===== config.mk =====
export PLATFORM = sky130hd
export DESIGN_NAME = csma_backoff_ack_controller
export DESIGN_NICKNAME = d
export VERILOG_FILES = /design/src/rtl/csmab_pkg.sv /design/src/rtl/csmab_step.sv /design/src/rtl/csma_backoff_ack_controller.sv
export SDC_FILE = /design/constraint.sdc
export NUM_CORES = 1
export LEC_CHECK = 0
export ABC_AREA = 1
export BUFFER_PORTS_ARGS = -buffer_cell sky130_fd_sc_hd__buf_4
export CAP_MARGIN = 10
export CORE_UTILIZATION = 60
export CTS_BUF_LIST = sky130_fd_sc_hd__clkbuf_16
export CTS_CLUSTER_DIAMETER = 200
export DETAILED_ROUTE_END_ITERATION = 16
export PLACE_DENSITY_LB_ADDON = 0.12
export SYNTH_ARGS = -nofsm -noshare
export SYNTH_HDL_FRONTEND = slang
export SYNTH_SLANG_ARGS = --single-unit

===== constraint.sdc =====
create_clock -name clk -period 9.4 [get_ports clk]
set_input_delay 0 -clock clk [delete_from_list [all_inputs] [get_ports clk]]
set_output_delay 0 -clock clk [all_outputs]
set_load 0.01 [all_outputs]

===== src/rtl/csmab_pkg.sv =====
// ----------------------------------------------------------------------------
// csmab_pkg
// Types and constants shared by the CSMA/CA backoff and ACK retry controller.
// ----------------------------------------------------------------------------
package csmab_pkg;

  // event kinds on the input channel; unlisted codes behave as idle
  localparam logic [2:0] KIND_IDLE      = 3'd0;
  localparam logic [2:0] KIND_CLEAR     = 3'd1;
  localparam logic [2:0] KIND_FRAME_OK  = 3'd2;
  localparam logic [2:0] KIND_FRAME_BAD = 3'd3;
  localparam logic [2:0] KIND_SEND      = 3'd4;

  // completion codes
  localparam logic [1:0] CMPL_NONE = 2'd0;
  localparam logic [1:0] CMPL_OK   = 2'd1;
  localparam logic [1:0] CMPL_FAIL = 2'd2;

  // configuration register indexes
  localparam logic [1:0] CFG_DIFS        = 2'd0;
  localparam logic [1:0] CFG_ACK_TIMEOUT = 2'd1;
  localparam logic [1:0] CFG_MAX_RETRY   = 2'd2;

  // configuration reset values
  localparam logic [7:0] DIFS_RESET        = 8'd12;
  localparam logic [7:0] ACK_TIMEOUT_RESET = 8'd60;
  localparam logic [3:0] MAX_RETRY_RESET   = 4'd7;

  localparam logic [7:0] BACKOFF_MAX = 8'd255;

  typedef enum logic [1:0] {
    MODE_RX      = 2'd0,
    MODE_TX      = 2'd1,
    MODE_WAITACK = 2'd2
  } mode_t;

  typedef struct packed {
    logic [2:0]  kind;
    logic        ack_for_me;
    logic        packet_waiting;
    logic        packet_sendable;
    logic        need_ack;
    logic        tx_ok;
    logic [14:0] random_value;
  } in_item_t;

  typedef struct packed {
    logic [1:0] mode;
    logic       start_tx;
    logic [1:0] complete;
  } out_item_t;

  typedef struct packed {
    logic [7:0] difs_slots;
    logic [7:0] ack_timeout_slots;
    logic [3:0] max_retry;
  } cfg_regs_t;

  typedef struct packed {
    mode_t      mac_mode;
    logic [8:0] wait_count;
    logic       reload_wait;
    logic [7:0] backoff_slots;
    logic       pending_valid;
    logic [4:0] retry_count;
  } mac_state_t;

endpackage


===== src/rtl/csmab_step.sv =====
// ----------------------------------------------------------------------------
// csmab_step
// Next-state and result logic for one event of the access controller.
// ----------------------------------------------------------------------------
module csmab_step (
  input  csmab_pkg::cfg_regs_t  cfg,
  input  csmab_pkg::mac_state_t cur,
  input  csmab_pkg::in_item_t   item,
  input  logic [7:0]            rnd_mod,
  input  logic [7:0]            rnd2_mod,
  output csmab_pkg::mac_state_t nxt,
  output csmab_pkg::out_item_t  res
);

  always_comb begin
    csmab_pkg::mac_state_t st;
    logic       start;
    logic [1:0] cmpl;
    logic       have;
    logic       sendable;
    logic       wants_ack;
    logic [4:0] retry;
    logic [8:0] wc;
    logic [8:0] dbl;
    logic [7:0] frozen;

    st        = cur;
    start     = 1'b0;
    cmpl      = csmab_pkg::CMPL_NONE;
    have      = 1'b0;
    sendable  = 1'b0;
    wants_ack = 1'b0;
    retry     = cur.retry_count;
    wc        = cur.wait_count;
    dbl       = {cur.backoff_slots, 1'b0};
    frozen    = cur.backoff_slots;

    if (cur.mac_mode == csmab_pkg::MODE_TX) begin
      if (item.kind == csmab_pkg::KIND_SEND) begin
        if (cur.pending_valid) begin
          // retry of the kept packet
          st.pending_valid = 1'b0;
          have      = 1'b1;
          sendable  = 1'b1;
          wants_ack = 1'b1;
        end else if (item.packet_waiting) begin
          have      = 1'b1;
          sendable  = item.packet_sendable;
          wants_ack = item.need_ack;
          retry     = 5'd0;
        end
        // every send opportunity leaves transmit mode
        st.mac_mode    = csmab_pkg::MODE_RX;
        st.reload_wait = 1'b1;
        if (have) begin
          if (!sendable) begin
            cmpl = csmab_pkg::CMPL_FAIL;
          end else if (retry > {1'b0, cfg.max_retry}) begin
            cmpl = csmab_pkg::CMPL_FAIL;
          end else begin
            start = 1'b1;
            retry = retry + 5'd1;
            if (!item.tx_ok) begin
              cmpl = csmab_pkg::CMPL_FAIL;
            end else if (wants_ack) begin
              st.pending_valid = 1'b1;
              st.mac_mode      = csmab_pkg::MODE_WAITACK;
            end else begin
              cmpl = csmab_pkg::CMPL_OK;
            end
          end
        end
        st.retry_count   = retry;
        st.backoff_slots = rnd_mod;
      end
    end else begin
      if (cur.reload_wait) begin
        st.reload_wait = 1'b0;
        if (cur.mac_mode == csmab_pkg::MODE_RX) begin
          wc = {1'b0, cfg.difs_slots} + {1'b0, cur.backoff_slots};
        end else begin
          wc = {1'b0, cfg.ack_timeout_slots};
        end
      end
      st.wait_count = wc;
      if (item.kind == csmab_pkg::KIND_CLEAR) begin
        if (wc != 9'd0) begin
          st.wait_count = wc - 9'd1;
        end else if (cur.mac_mode == csmab_pkg::MODE_WAITACK) begin
          // ack timeout: redraw and go back to contention
          st.backoff_slots = rnd2_mod;
          st.mac_mode      = csmab_pkg::MODE_RX;
          st.reload_wait   = 1'b1;
        end else begin
          st.mac_mode    = csmab_pkg::MODE_TX;
          st.reload_wait = 1'b1;
        end
      end else if (item.kind == csmab_pkg::KIND_FRAME_OK ||
                   item.kind == csmab_pkg::KIND_FRAME_BAD) begin
        if (item.kind == csmab_pkg::KIND_FRAME_OK && item.ack_for_me &&
            cur.pending_valid) begin
          st.pending_valid = 1'b0;
          cmpl = csmab_pkg::CMPL_OK;
        end
        if (cur.mac_mode == csmab_pkg::MODE_WAITACK) begin
          st.backoff_slots = dbl[8] ? csmab_pkg::BACKOFF_MAX : dbl[7:0];
          st.mac_mode      = csmab_pkg::MODE_RX;
          st.reload_wait   = 1'b1;
        end else begin
          // freeze whatever backoff is left
          if (wc < {1'b0, cur.backoff_slots}) begin
            frozen = wc[7:0];
          end
          st.backoff_slots = frozen;
          st.wait_count    = {1'b0, cfg.difs_slots} + {1'b0, frozen};
        end
      end
    end

    nxt          = st;
    res.mode     = st.mac_mode;
    res.start_tx = start;
    res.complete = cmpl;
  end

endmodule


===== src/rtl/csma_backoff_ack_controller.sv =====
// ----------------------------------------------------------------------------
// csma_backoff_ack_controller
// CSMA/CA medium-access controller with slot backoff and ACK retry.
// ----------------------------------------------------------------------------
//  channel | direction | handshake          | payload
//  in_     | input     | in_valid/in_stall  | csmab_pkg::in_item_t
//  out_    | output    | out_valid/out_stall| csmab_pkg::out_item_t
//  cfg_    | input     | cfg_valid/cfg_ready| cfg_index, cfg_data
//
//  one event per cycle sustained unless out_stall holds the pipeline; events
//  pass from the input register to the result register. the input stage
//  forms the backoff quotient, the second stage finishes the remainder and
//  runs the step logic. rst_n is synchronous; it clears mode and counters
//  and loads the configuration reset values. out_stall holds the result
//  register and stalls the input once both stages are full.
// ----------------------------------------------------------------------------
module csma_backoff_ack_controller #(
  parameter int BACKOFF_WINDOW = 24
) (
  input  logic                 clk,
  input  logic                 rst_n,
  input  logic                 in_valid,
  output logic                 in_stall,
  input  csmab_pkg::in_item_t  in_data,
  output logic                 out_valid,
  input  logic                 out_stall,
  output csmab_pkg::out_item_t out_data,
  input  logic                 cfg_valid,
  output logic                 cfg_ready,
  input  logic [1:0]           cfg_index,
  input  logic [7:0]           cfg_data
);

  // reciprocal for the modulo by the window
  localparam int RECIP_SHIFT = 23;
  localparam int PROD_W      = 15 + RECIP_SHIFT;
  localparam logic [RECIP_SHIFT-1:0] RECIP_MUL =
    RECIP_SHIFT'(((64'd1 << RECIP_SHIFT) + 64'(BACKOFF_WINDOW) - 64'd1) /
                 64'(BACKOFF_WINDOW));
  localparam logic [15:0] WIN16 = 16'(BACKOFF_WINDOW);
  localparam logic [8:0]  WIN9  = 9'(BACKOFF_WINDOW);

  csmab_pkg::cfg_regs_t  cfg_r;
  csmab_pkg::mac_state_t state_r;
  csmab_pkg::mac_state_t state_nxt;
  csmab_pkg::in_item_t   in_r;
  csmab_pkg::out_item_t  out_r;
  csmab_pkg::out_item_t  res;
  logic                  s1_valid_r;
  logic                  out_valid_r;
  logic [14:0]           quot_r;
  logic                  in_accept;
  logic                  s1_adv;
  logic [PROD_W-1:0]     prod;
  logic [15:0]           qw;
  logic [15:0]           rem16;
  logic [15:0]           rem_fix;
  logic [7:0]            rnd_mod;
  logic [8:0]            dbl;
  logic [8:0]            dbl_fix;
  logic [7:0]            rnd2_mod;

  assign s1_adv    = !out_valid_r || !out_stall;
  assign in_stall  = s1_valid_r && !s1_adv;
  assign in_accept = in_valid && !in_stall;
  assign cfg_ready = 1'b1;
  assign out_valid = out_valid_r;
  assign out_data  = out_r;

  // first half of the modulo: quotient estimate
  assign prod = PROD_W'(in_data.random_value) * PROD_W'(RECIP_MUL);

  // second half: remainder with one correction step
  assign qw      = 16'({1'b0, quot_r} * WIN16);
  assign rem16   = {1'b0, in_r.random_value} - qw;
  assign rem_fix = (rem16 >= WIN16) ? rem16 - WIN16 : rem16;
  assign rnd_mod = rem_fix[7:0];
  // (2*x) mod w from x mod w
  assign dbl      = {rnd_mod, 1'b0};
  assign dbl_fix  = (dbl >= WIN9) ? dbl - WIN9 : dbl;
  assign rnd2_mod = dbl_fix[7:0];

  csmab_step u_step (
    .cfg      (cfg_r),
    .cur      (state_r),
    .item     (in_r),
    .rnd_mod  (rnd_mod),
    .rnd2_mod (rnd2_mod),
    .nxt      (state_nxt),
    .res      (res)
  );

  always_ff @(posedge clk) begin
    if (!rst_n) begin
      cfg_r.difs_slots        <= csmab_pkg::DIFS_RESET;
      cfg_r.ack_timeout_slots <= csmab_pkg::ACK_TIMEOUT_RESET;
      cfg_r.max_retry         <= csmab_pkg::MAX_RETRY_RESET;
    end else if (cfg_valid && cfg_ready) begin
      case (cfg_index)
        csmab_pkg::CFG_DIFS:        cfg_r.difs_slots        <= cfg_data;
        csmab_pkg::CFG_ACK_TIMEOUT: cfg_r.ack_timeout_slots <= cfg_data;
        csmab_pkg::CFG_MAX_RETRY:   cfg_r.max_retry         <= cfg_data[3:0];
        default: ;
      endcase
    end
  end

  always_ff @(posedge clk) begin
    if (!rst_n) begin
      s1_valid_r <= 1'b0;
    end else if (in_accept) begin
      s1_valid_r <= 1'b1;
    end else if (s1_adv) begin
      s1_valid_r <= 1'b0;
    end
  end

  always_ff @(posedge clk) begin
    if (in_accept) begin
      in_r   <= in_data;
      quot_r <= prod[RECIP_SHIFT +: 15];
    end
  end

  always_ff @(posedge clk) begin
    if (!rst_n) begin
      out_valid_r           <= 1'b0;
      state_r.mac_mode      <= csmab_pkg::MODE_RX;
      state_r.wait_count    <= 9'd0;
      state_r.reload_wait   <= 1'b1;
      state_r.backoff_slots <= 8'd0;
      state_r.pending_valid <= 1'b0;
      state_r.retry_count   <= 5'd0;
    end else if (s1_adv) begin
      out_valid_r <= s1_valid_r;
      if (s1_valid_r) begin
        state_r <= state_nxt;
      end
    end
  end

  always_ff @(posedge clk) begin
    if (s1_adv && s1_valid_r) begin
      out_r <= res;
    end
  end

endmodule

==> results of run 1 <==
==> path summary, 6_finish.rpt <==
check | end | depth (start not counted) | slack, ps
max | quot_r[7] | 19 | 4010
min | cfg_r[3] | 4 | 9
max reg2reg | state_r[13] | 32 | 4420
min reg2reg | state_r[23] | 2 | 480
==> worst max-delay path: cells and delay by family <==
| family | cells | cell delay, ps |
|---|---|---|
| xor gates and xnor gates | 1 | 200 |
| AOI/OAI and AO/OA | 3 | 780 |
| and+or+nand+nor | 3 | 340 |
| buffers and inverters | 5 | 970 |
| adders and majority gates | 7 | 3170 |
==> sequential cells by signal, summed over array words and instances (netlist names) <==
signal,flops
out_valid,1
in_r,23
s1_valid_r,1
state_r,26
out_data,5
quot_r,11
cfg_r,20
==> through the flow <==
| step | utilization (%) | hold WS [ps] |
|---|---|---|
| after global placement | 65.1 | 179 |
| after CTS | 68.9 | 5.05 |
| after global routing | 68.9 | 41.2 |
| final | 68.9 | 9.17 |
| after floorplan | - | 98.9 |
| after detailed placement | 65.1 | 180 |
==> placed cells by master, fill, tap and decap left out, drive strengths merged, types with 3 or more instances in the layout <==
cell         synthesis  routed
edfxtp              39      39
ha                 161     161
dfxtp               48      48
a31oi               15      15
or2                  3       3
o21ai               85      85
xor2                26      26
a21oi              103     103
xnor2               10      10
fa                  72      72
nand4               16      16
clkinv               1       4
nor2               117     117
nor3                14      14
buf                  7      45
o31ai                3       3
nor4                 3       3
o211ai              13      13
nand3b               3       3
o21bai               7       7
dlygate4sd3          0      33
nand2              263     263
nand3               72      72
clkbuf               8       9
inv                250     254
==> cell usage after synthesis (2+ instances only) <==
cell	n	area share, %
buf_2	2	0.096
nand3b_1	3	0.22
fa_1	72	14
dfxtp_1	48	9.3
inv_2	4	0.14
nor3_1	13	0.63
xor2_1	26	2.2
nor2_2	2	0.12
inv_1	246	8.9
o22ai_1	2	0.12
a21o_1	2	0.14
nor4_1	3	0.18
edfxtp_1	39	11
a21oi_1	101	4.9
nor2_1	111	4.0
buf_6	2	0.22
nand3_1	69	3.3
buf_4	3	0.22
o21ai_2	5	0.42
o21bai_1	7	0.51
nand4_1	16	0.96
o21ai_0	67	3.2
o221ai_1	2	0.17
a31oi_1	15	0.90
nand3_4	3	0.51
xnor2_1	10	0.84
o211ai_1	13	0.94
clkbuf_1	8	0.29
o31ai_1	3	0.22
a21oi_2	2	0.17
nor2_4	4	0.43
o21ai_1	12	0.58
nand2_1	263	9.5
ha_1	161	19
o311ai_0	2	0.17
==> per-layer routing <==
| layer | share of wire, % | track usage [%] | wire length (um) | vias to the layer above |
|---|---|---|---|---|
| met5 | 0 | 0 | 0 | - |
| met4 | 2.0 | 8.78 | 503 | 0 |
| li1 | - | - | - | 4609 |
| met3 | 5.7 | 4.22 | 1430 | 38 |
| met2 | 46 | 48.8 | 11600 | 261 |
| met1 | 46 | 40.1 | 11600 | 4154 |
==> cells by family (layout without fill, tap and decap cells) <==
family / Yosys count / in the layout / synth area share (%)
adders and majority gates: 233 / 233 / 33.3
other: 1 / 1 / 0.0361
xor gates and xnor gates: 36 / 36 / 3.04
AOI/OAI and AO/OA: 238 / 238 / 12.9
and+or+nand+nor: 493 / 493 / 20.3
buffers and inverters: 266 / 345 / 9.89
DFF: 87 / 87 / 20.5
==> layout make-up <==
type                    count  share of cell area (%)
clock buffers               9                    1.95
clock inverters             7                   0.661
inverters                 251                    8.16
multi-input cells        1001                    62.6
flip-flops and latches     87                    18.5
well taps                 220                    2.38
repair buffers             78                    5.79
==> power by group through the flow <==
stage | clock network [mW] | registers (mW) | logic (mW)
floorplan | 0 | 0.504 | 2.72
global placement | 0 | 0.516 | 3.37
detailed placement | 0 | 0.516 | 3.42
CTS | 0.368 | 0.508 | 3.47
global route | 0.382 | 0.512 | 4.02
finish | 0.362 | 0.508 | 3.49
==> impl_metrics.json, run 1 <==
{
  "status": "complete, no violations",
  "setup_ws_ps": 4010,
  "syn-cell-area_um2": 10400,
  "die_x_um": 134,
  "numCtsBuffers": 9,
  "ys_ff_latch": 87,
  "dp_hpwl_mm": 20.6,
  "wirelength_mm": 25.1,
  "yosys_warnings": 0,
  "htreeDepth": 3,
  "mappedNetlistNets": 1625,
  "ys_seq_area_share_pct": 20.5,
  "finalNonFillerCells": 1653,
  "seq_area_um2": 2130,
  "cp-start-kind": "input port",
  "async_flop_share_pct": 0,
  "n_fill_cell": 1455,
  "power_mw": 4.36,
  "p_clk_share_pct": 8.3,
  "synth-edff-count": 39,
  "ant_nets": 0,
  "crit_path_cell_trace": "dlygate4sd3_1 > buf_4 > ha_1 > fa_1 > inv_1 > fa_1 > inv_1 > fa_1 > fa_1 > fa_1 > ha_1 > nand2_1 > inv_1 > nand2_1 > nor3_1 > a21oi_1 > o31ai_1 > a31oi_1 > xor2_1",
  "wire_per_inst_um": 15.2,
  "p_sw_share_pct": 55.5,
  "pin_count": 46,
  "crit_fanout": 3,
  "dp_slack_ps": 4290,
  "port_buffers": 44,
  "drive_gt1_share_pct": 5.86,
  "cts-root-buf": "clkbuf_16",
  "synthCells": 1354,
  "worstSetupEndpointType": "flip-flop",
  "fin_crit_ps": 5390,
  "drc": 0,
  "area_delta_synth_final_pct": 11.2,
  "p_comb_share_pct": 80.0,
  "p_leak_nw": 5.93,
  "synth_ff_type": "dfxtp_1",
  "grt_pass1_wl_mm": 41.6,
  "syn_avg_cell_area_um2": 7.67,
  "internal-power_mw": 1.94,
  "max_freq_ghz": 0.186,
  "grt_overflow": 0,
  "grt_pass1_vias": 8798,
  "cts_resized": 0,
  "cts.sinks": 87,
  "clkTransAtPathRegs_ps": 70,
  "place_area_um2": 10900,
  "finClkSkew_ps": 13.0,
  "slowest_stage": "fa_1",
  "viasPerCell": 5.48,
  "n_antenna_cell": 0,
  "cts_tree": "built",
  "grt_max_degree": 44,
  "clk_latency_ps": 350,
  "yosysUniqueCellTypes": 48,
  "rsz0062_at_grt": "false",
  "dp_cells": 1604,
  "start_util_pct": 61.9,
  "design_area_um2": 11500,
  "pwr-share-seq_pct": 11.7,
  "period_share_pct": 57.3,
  "grt_util_all_layers_pct": 29.5,
  "nNetsFinal": 1699,
  "crit_top_cell": "fa_1",
  "hold_violations": 0,
  "ir_drop_uv": 302,
  "cap_viol_max_count": 0,
  "power.density_nw_per_um2": 378,
  "antenna_found_initial": 0,
  "gp_congestion": 1.04,
  "core-area_um2": 16800,
  "hold_path_startpoint": "cfg_index[0]",
  "drt_iter0_drc": 652,
  "r2r-start": "quot_r[1]",
  "multiInputGateArea_um2": 7220,
  "switchingPower_mw": 2.42,
  "setup_violations": 0,
  "arrival_ps": 5470,
  "cts_setup_buffers": 0,
  "fin_setup_tns_ps": 0,
  "slew_viol_final": 0,
  "path_class": "input port to flip-flop",
  "worst_slew_pin_slew_ps": 1070,
  "die_h_um": 134,
  "cp-startpoint": "in_data[0]",
  "cts_hold_buffers": 33,
  "die_area_um2": 17800,
  "vias": 9062,
  "max_slew_margin_pct": 28.7,
  "required_ps": 9490,
  "rows": 47,
  "slowest_delay_ps": 580,
  "clockBufferDepth": 2,
  "hold_class": "input port to flip-flop",
  "dr.pass1.iters": 6
}
Note: power is estimated with default switching activity, not from simulation.
==> inputs of run 2 (changes only) <==
- clock period: 9.4 -> 5.4 ns (I/O delays scaled with it)
==> impl_metrics.json, run 2 (synthesis results as in run 1) <==
{
  "start_util_pct": 61.9,
  "dp_hpwl_mm": 21.0,
  "die_area_um2": 17800,
  "reg_top3": "state_r: 26 flops, in_r: 23 flops, cfg_r: 20 flops",
  "hold_violations": 0,
  "dr.pass1.iters": 7,
  "rsz0062_at_grt": "false",
  "slew_viol_final": 0,
  "clk_latency_ps": 360,
  "rows": 47,
  "max_freq_ghz": 0.194,
  "die_x_um": 134,
  "area_delta_synth_final_pct": 11.5,
  "cp-endpoint": "quot_r[7]",
  "largest_reg_flops": 26,
  "gp_congestion": 0.962,
  "required_ps": 5500,
  "drt_iter0_drc": 734,
  "period_share_pct": 95.7,
  "cp-startpoint": "in_data[11]",
  "cts-root-buf": "clkbuf_16",
  "die_h_um": 134,
  "cts.sinks": 87,
  "grt_util_all_layers_pct": 30.1,
  "core-area_um2": 16800,
  "wire_per_inst_um": 15.7,
  "finClkSkew_ps": 14.1,
  "place_area_um2": 10900,
  "htreeDepth": 3,
  "cap_viol_max_count": 0,
  "cts_tree": "built",
  "grt_overflow": 0,
  "drc": 0,
  "wirelength_mm": 25.9,
  "numCtsBuffers": 9,
  "ant_nets": 0,
  "nNetsFinal": 1701,
  "cp-start-kind": "input port",
  "grt_pass1_vias": 8614,
  "r2r_end": "state_r[23]",
  "regMostFlops": "state_r",
  "hold_class": "input port to flip-flop",
  "n_antenna_cell": 0,
  "worstSetupEndpointType": "flip-flop",
  "design_area_um2": 11600,
  "ff2ff_setup_slack_ps": 510,
  "drive_gt1_share_pct": 6.55,
  "fin_setup_tns_ps": 0,
  "path_class": "input port to flip-flop",
  "final_cell_mix": "nand2_1 (263), inv_1 (245), ha_1 (161)",
  "clockBufferDepth": 2,
  "hold_ws_ps": 3.38,
  "layout_commonest_cell": "nand2_1",
  "grt_pass1_wl_mm": 42.2,
  "vias": 9140,
  "arrival_ps": 5270,
  "max_slew_margin_pct": 25.2,
  "clkTransAtPathRegs_ps": 70,
  "fin_crit_ps": 5170,
  "pin_count": 46,
  "antenna_found_initial": 0,
  "viasPerCell": 5.52,
  "r2r-start": "cfg_r[12]",
  "cts_setup_buffers": 0,
  "n_fill_cell": 1416,
  "crit_fanout": 4,
  "status": "complete, no violations",
  "port_buffers": 44,
  "worst_slew_pin_slew_ps": 1120,
  "grt_max_degree": 44,
  "setup_violations": 0,
  "reg2regPathDepth": 31
}
## run 2: final cells by class
class / instances / area (um^2) / area share, %
clock inverter: 7 / 73.8 / 0.637
inverter: 251 / 942 / 8.14
multi-input combinational: 1001 / 7250 / 62.6
clock buffer: 9 / 225 / 1.94
tap: 220 / 275 / 2.38
timing repair buffer: 80 / 683 / 5.90
sequential: 87 / 2130 / 18.4
## run 2: critical path: stages
cell and delay, ps:
dlygate4sd3_1 560, buf_4 170, ha_1 340, fa_2 510, fa_1 600, inv_2 90
fa_1 530, inv_1 50, fa_1 510, fa_1 490, ha_1 350, a21oi_1 190
o21ai_0 110, nand2_1 70, o211ai_1 110, a21oi_1 190, o31ai_2 120, a31oi_1 180
xor2_1 90
## run 2: worst min-delay path by stage
| stage | startpoint | depth (start not counted) | end | slack [ps] |
|---|---|---|---|---|
| after floorplan | in_data[0] | 0 | in_r[0] | 100 |
| after global placement | in_data[19] | 1 | in_r[19] | 180 |
| after detailed placement | in_data[18] | 1 | in_r[18] | 180 |
| after CTS | cfg_valid | 3 | cfg_r[3] | 2 |
| after global routing | cfg_valid | 3 | cfg_r[3] | 60 |
| final | cfg_valid | 3 | cfg_r[3] | 3 |
## run 2: metrics by stage
stage / util (%) / cells / setup slack, ps
detailed placement: 65.2 / 1606 / 354
CTS: 68.9 / 1655 / 185
global placement: 65.2 / 1606 / 465
global route: 69.1 / 1655 / 6.44
floorplan: - / 1354 / 869
finish: 69.1 / 1655 / 234
## run 2: repair_timing
item / CTS / global route
gates resized for setup: 0 / 10
setup endpoints to repair: 0 / 10
hold buffers: 33 / 0
endpoints found under the hold margin: 45 / 0
## run 2: routing by layer
layer | global-route usage [%] | wire length (um) | part of all wire (%) | up-vias
met5 | 0 | 0 | 0 | -
met4 | 7.45 | 360 | 1.4 | 0
met3 | 3.58 | 1540 | 6.0 | 31
met2 | 50.3 | 12100 | 47 | 287
met1 | 41.4 | 11900 | 46 | 4233
li1 | - | - | - | 4589
Power of run 2 is not shown: default switching activity piles up to over one toggle a cycle in this logic, so the estimate is an artifact.
